[src/hw/rtl/ddma_pkg.sv]
// ----------------------------------------------------------------------------
// ddma_pkg
// Shared widths, port codes and types for the port-driven disk DMA controller.
// ----------------------------------------------------------------------------
package ddma_pkg;

    localparam int BYTE_W  = 8;
    localparam int VAL_W   = 32;
    localparam int LOC_W   = 12;
    localparam int OP_W    = 2;
    localparam int PHASE_W = 2;

    // Special values seen on the port.
    localparam logic [VAL_W-1:0] CODE_ERROR    = 32'hFFFF_FFFE;
    localparam logic [VAL_W-1:0] CODE_NEXT     = 32'hFFFF_FFFC;
    localparam logic [VAL_W-1:0] CODE_NOOP     = 32'hFFFF_FFFD;
    localparam logic [VAL_W-1:0] CODE_WRITE    = 32'hFFFF_FFFF;
    localparam logic [VAL_W-1:0] CODE_LITERAL3 = 32'd3;

    typedef enum logic [OP_W-1:0] {
        OP_PORT    = 2'd0,
        OP_MEM_WR  = 2'd1,
        OP_MEM_RD  = 2'd2,
        OP_DISK_WR = 2'd3
    } t_op;

    // Copy request handed from the port decoder to the copy sequencer.
    typedef struct packed {
        logic go;
        logic to_disk;
    } t_copy_cmd;

endpackage

[src/hw/rtl/ddma_port.sv]
// ----------------------------------------------------------------------------
// ddma_port
// Four-phase port decoder: buffer start, buffer size, requests and hold.
// Holds the buffer registers and the seek position, checks ranges and issues
// copy requests.
// ----------------------------------------------------------------------------
module ddma_port import ddma_pkg::*; #(
    parameter int MEM_WORDS  = 4096,
    parameter int DISK_WORDS = 4096,
    parameter int MAW        = 12,
    parameter int DAW        = 12
) (
    input  logic               i_clk,
    input  logic               i_rst_n,
    input  logic               i_go,
    input  logic [VAL_W-1:0]   i_value,
    output logic [VAL_W-1:0]   o_reply,
    output logic [PHASE_W-1:0] o_phase,
    output t_copy_cmd          o_cmd,
    output logic [MAW-1:0]     o_start,
    output logic [MAW-1:0]     o_size,
    output logic [DAW-1:0]     o_seek
);

    typedef enum logic [PHASE_W-1:0] {
        PH_START = 2'd0,
        PH_SIZE  = 2'd1,
        PH_REQ   = 2'd2,
        PH_HOLD  = 2'd3
    } t_phase;

    localparam logic [VAL_W:0] MemLim  = (VAL_W+1)'(MEM_WORDS);
    localparam logic [VAL_W:0] DiskLim = (VAL_W+1)'(DISK_WORDS);

    t_phase          r_phase, n_phase;
    logic [MAW-1:0]  r_start, n_start;
    logic [MAW-1:0]  r_size, n_size;
    logic [DAW-1:0]  r_seek, n_seek;
    logic [VAL_W-1:0] reply;
    t_copy_cmd       cmd;
    logic [VAL_W:0]  v_ext;
    logic [VAL_W:0]  end_sum;

    assign v_ext   = {1'b0, i_value};
    // Exact end of the buffer; the extra bit keeps the sum from wrapping.
    assign end_sum = v_ext + (VAL_W+1)'(r_start);

    always_comb begin
        n_phase = r_phase;
        n_start = r_start;
        n_size  = r_size;
        n_seek  = r_seek;
        reply   = '0;
        cmd     = '0;
        unique case (r_phase)
            PH_START: begin
                if (i_value == CODE_NEXT) begin
                    n_phase = PH_SIZE;
                end else if (i_value != '0 && i_value != CODE_ERROR) begin
                    if (v_ext >= MemLim) begin
                        reply = CODE_ERROR;
                    end else begin
                        n_start = i_value[MAW-1:0];
                    end
                end
            end
            PH_SIZE: begin
                if (i_value == CODE_NEXT) begin
                    n_phase = PH_REQ;
                    reply   = CODE_NOOP;
                end else if (i_value == '0 || i_value == CODE_ERROR) begin
                    reply = i_value;
                end else if (end_sum >= MemLim) begin
                    reply = CODE_ERROR;
                end else begin
                    n_size = i_value[MAW-1:0];
                end
            end
            PH_REQ: begin
                if (i_value == CODE_NEXT) begin
                    n_phase = PH_HOLD;
                    reply   = i_value;
                end else if (i_value == CODE_WRITE) begin
                    cmd.go      = 1'b1;
                    cmd.to_disk = 1'b1;
                    reply       = CODE_NOOP;
                end else if (i_value == CODE_ERROR || i_value == CODE_NOOP ||
                             i_value == CODE_LITERAL3) begin
                    reply = i_value;
                end else if (v_ext >= DiskLim) begin
                    reply = CODE_ERROR;
                end else begin
                    n_seek      = i_value[DAW-1:0];
                    cmd.go      = 1'b1;
                    cmd.to_disk = 1'b0;
                    reply       = CODE_NOOP;
                end
            end
            PH_HOLD: begin
                if (i_value == CODE_NEXT) begin
                    n_phase = PH_START;
                end
            end
            default: begin
                n_phase = PH_START;
            end
        endcase
    end

    always_ff @(posedge i_clk) begin
        if (!i_rst_n) begin
            r_phase <= PH_START;
            r_start <= '0;
            r_size  <= '0;
            r_seek  <= '0;
        end else if (i_go) begin
            r_phase <= n_phase;
            r_start <= n_start;
            r_size  <= n_size;
            r_seek  <= n_seek;
        end
    end

    assign o_reply     = reply;
    assign o_phase     = i_go ? n_phase : r_phase;
    assign o_cmd.go      = i_go & cmd.go;
    assign o_cmd.to_disk = cmd.to_disk;
    assign o_start     = r_start;
    assign o_size      = r_size;
    // A seek copies from the new position, a write goes to the last one.
    assign o_seek      = n_seek;

endmodule

[config.mk]
export PLATFORM = sky130hd
export DESIGN_NAME = ddma_port
export DESIGN_NICKNAME = d
export VERILOG_FILES = /design/src/hw/rtl/ddma_pkg.sv /design/src/hw/rtl/ddma_port.sv
export SDC_FILE = /design/constraint.sdc
export NUM_CORES = 1
export LEC_CHECK = 0
export BUFFER_PORTS_ARGS = -buffer_cell sky130_fd_sc_hd__buf_2
export CORE_UTILIZATION = 51
export DETAILED_ROUTE_END_ITERATION = 7
export GPL_ROUTABILITY_DRIVEN = 1
export PLACE_DENSITY_LB_ADDON = 0.3
export SYNTH_ARGS = -nofsm -noshare
export SYNTH_HDL_FRONTEND = slang
export SYNTH_SLANG_ARGS = --single-unit
[constraint.sdc]
create_clock -name i_clk -period 3.7 [get_ports i_clk]
set_clock_uncertainty 0.1 [all_clocks]
set_input_delay 0.185 -clock i_clk [delete_from_list [all_inputs] [get_ports i_clk]]
set_output_delay 0.185 -clock i_clk [all_outputs]
set_load 0.01 [all_outputs]
==> run_results.csv <==
group,metric,value,unit
die,fp.coreArea,0.00561,mm²
timing,rsz0062_at_grt,"false",
clocking,insertion_delay,0.30,ns
pwr,leakage,0.00159,µW
critical_path,rrSetupSlack,0.44,ns
cells_and_area,fill_cells,520,
critical_path,worstSetupEndpointType,"output pin",
synthesis,yosysWarnings,0,
critical_path,crit_path_max_fanout,30,
global_routing,grt_pass1_vias,2943,
global_routing,gr-total-overflow,0,
run_status,status,"completed",
detailed_routing,drt_first_pass_iters,6,
synthesis,synth_edf_count,0,
cells_and_area,layout_common_cells,"buf_2, o21ai_0, nor2_1",
cells_and_area,layout_commonest_cell,"buf_2",
die,core.rowCount,27,
timing,drv_slew,0,
detailed_routing,ant_nets,0,
timing,fmax,0.290,GHz
detailed_routing,route.vias.total,3366,
synthesis,synth_seq_area_share,0.250,
cells_and_area,synthToLayoutAreaGrowth,21.4,%
die,dieArea,0.00627,mm²
place,dpl_cell_area,0.00358,mm²
synthesis,synth_cells,397,
timing,relSlewSlack,0.350,
critical_path,worstSetupPathType,"flip-flop to output pin",
cells_and_area,final_nets,536,
synthesis,yosys.area.top_type,"dfxtp_1",
timing,worst_pin_slew,0.970,ns
clocking,cts_buffer_depth,2,
detailed_routing,vias_per_cell,6.00,
cells_and_area,register_area,761,µm²
clocking,cts_made_buffers,5,
critical_path,cp.arrival,3.16,ns
global_routing,grt_pass1_wl,13900,µm
clocking,cts.sinks,38,
synthesis,syn_nets,445,
clocking,htree_levels,2,
global_routing,grt.total_usage,0.282,
die,die_w,79.2,µm
job,cap_violations,0,
detailed_routing,wl_per_cell,15.6,µm
detailed_routing,drc_errors,0,
timing,setup_viol,0,
synthesis,avgSynthCellArea,7.66,µm²
cells_and_area,layout-drive-gt1-share,0.268,
die,fp.dieH,79.2,µm
cells_and_area,diodes,0,
place,port_buffers,106,
die,ios,107,
timing,setup_tns,0,ns
die,start_util,0.542,
detailed_routing,drtIter0Drc,154,
timing,timing.final.crit_share,0.932,
pwr,ir_drop,0.238,mV
synthesis,synth_top_area_frac,0.250,
synthesis,syn_area,0.00304,mm²
place,place_hpwl,6400,µm
detailed_routing,wirelength,8760,µm
clocking,clk_pin_slew,0.08,ns
min_path,hp-class,"primary input to flip-flop",
critical_path,worstSetupStartpointType,"flip-flop",
synthesis,synthArstFlopShare,0,
timing,hold_viol_final,0,
synthesis,synth.distinct_cells,52,
global_routing,grt_max_degree,37,
cells_and_area,final_area,0.00369,mm²
synthesis,synth.area.top_cells,"dfxtp_1, mux2i_1, o21ai_0",
global_routing,antenna_found_initial,0,
synthesis,ys.flop_type,"dfxtp_1",
timing,layout_min_cycle_time,3.45,ns
clocking,cts_root_buffer,"clkbuf_8",
pwr,powerDensity,224,mW/mm²
clocking,tritoncts,"built",
place,place_congestion,0.911,
cells_and_area,multi_input_comb_area,0.00212,mm²
critical_path,cp.required,3.41,ns
synthesis,synth-seq-cells,38,
## registers in the layout (all words and copies together) (netlist names)
signal and cells:
r_phase 2, r_seek 12, o_start 12, o_size 12
## path summary, 6_finish.rpt
path,from,end,depth (start not counted)
min reg2reg,o_size[8]$_SDFFE_PN0P_,o_size[8]$_SDFFE_PN0P_,2
max,o_start[0]$_SDFFE_PN0P_,o_reply[15],12
min,i_rst_n,r_phase[1]$_SDFF_PN0_,2
max reg2reg,o_start[0]$_SDFFE_PN0P_,o_size[9]$_SDFFE_PN0P_,10
## logic make-up after synthesis
| logic type | count (synthesis) | synth area share |
|---|---|---|
| simple gates | 149 | 0.258 |
| compound gates | 115 | 0.231 |
| mux | 40 | 0.137 |
| flops | 38 | 0.250 |
| buf+inv | 37 | 0.0531 |
| fa+ha+maj | 13 | 0.0560 |
| xor+xnor | 5 | 0.0144 |
## critical path: stages (launching register included)
cell and delay [ns]:
dfxtp_1 0.33, ha_1 0.21, fa_1 0.37, a211oi_1 0.24, o211a_1 0.21, or3_1 0.12
o221ai_1 0.09, or3_1 0.41, nor3_1 0.22, and2_1 0.21, buf_6 0.20, o21ai_0 0.10
buf_2 0.15
## metal layers
metal	global-route usage	wire, µm	vias to the layer above
li1	-	-	1675
met1	0.351	3820	1540
met2	0.494	4210	137
met3	0.0460	613	14
met4	0.0836	126	0
met5	0	0	-
## cell usage after synthesis (3+ instances only)
cell       n
and3_1     5
o211ai_1   4
buf_2      6
a21oi_1   23
or3_1      4
o21ai_0   44
o21a_1     4
o21ai_1    7
nor4_1     4
inv_1      6
a31oi_1    5
ha_1      12
xnor2_1    4
clkbuf_1  22
nor3_1    12
a21o_1     3
nand2b_1   5
mux2_1    12
a211oi_1   8
and2_1     3
nand4_1   27
mux2i_1   27
or3_4      3
dfxtp_1   38
nand2_1   22
nand3_1   12
nor2_1    42
## report_power, final
part,internal [µW],total [µW],switching (µW)
logic,35.0,107,72.5
clock network,150,309,159
registers,408,408,0.0000698
total,593,824,231
## final cells by class
type / count / share of cell area
Multi-Input combinational cell: 322 / 0.575
Tap cell: 72 / 0.0244
Timing Repair Buffer: 114 / 0.161
Clock inverter: 2 / 0.00339
Sequential cell: 38 / 0.206
Inverter: 7 / 0.00712
Clock buffer: 6 / 0.0224
## repair_timing
item,in CTS,in global routing
gates resized for setup,0,2
buffers inserted,0,0
hold buffers,0,0
setup endpoints to repair,0,2
## stage by stage
step                      hold slack [ns]  cells  power, µW  setup WS [ns]   util
after global routing               0.0277    561        850         0.0512  0.658
after CTS                          0.0143    561        825          0.231  0.656
after floorplan                     0.207    397        474          0.701      -
final                              0.0137    561        824          0.252  0.658
after detailed placement            0.321    553        523          0.389  0.639
after global placement              0.318    553        521          0.443  0.639
Power figures use the tool's default switching activity.
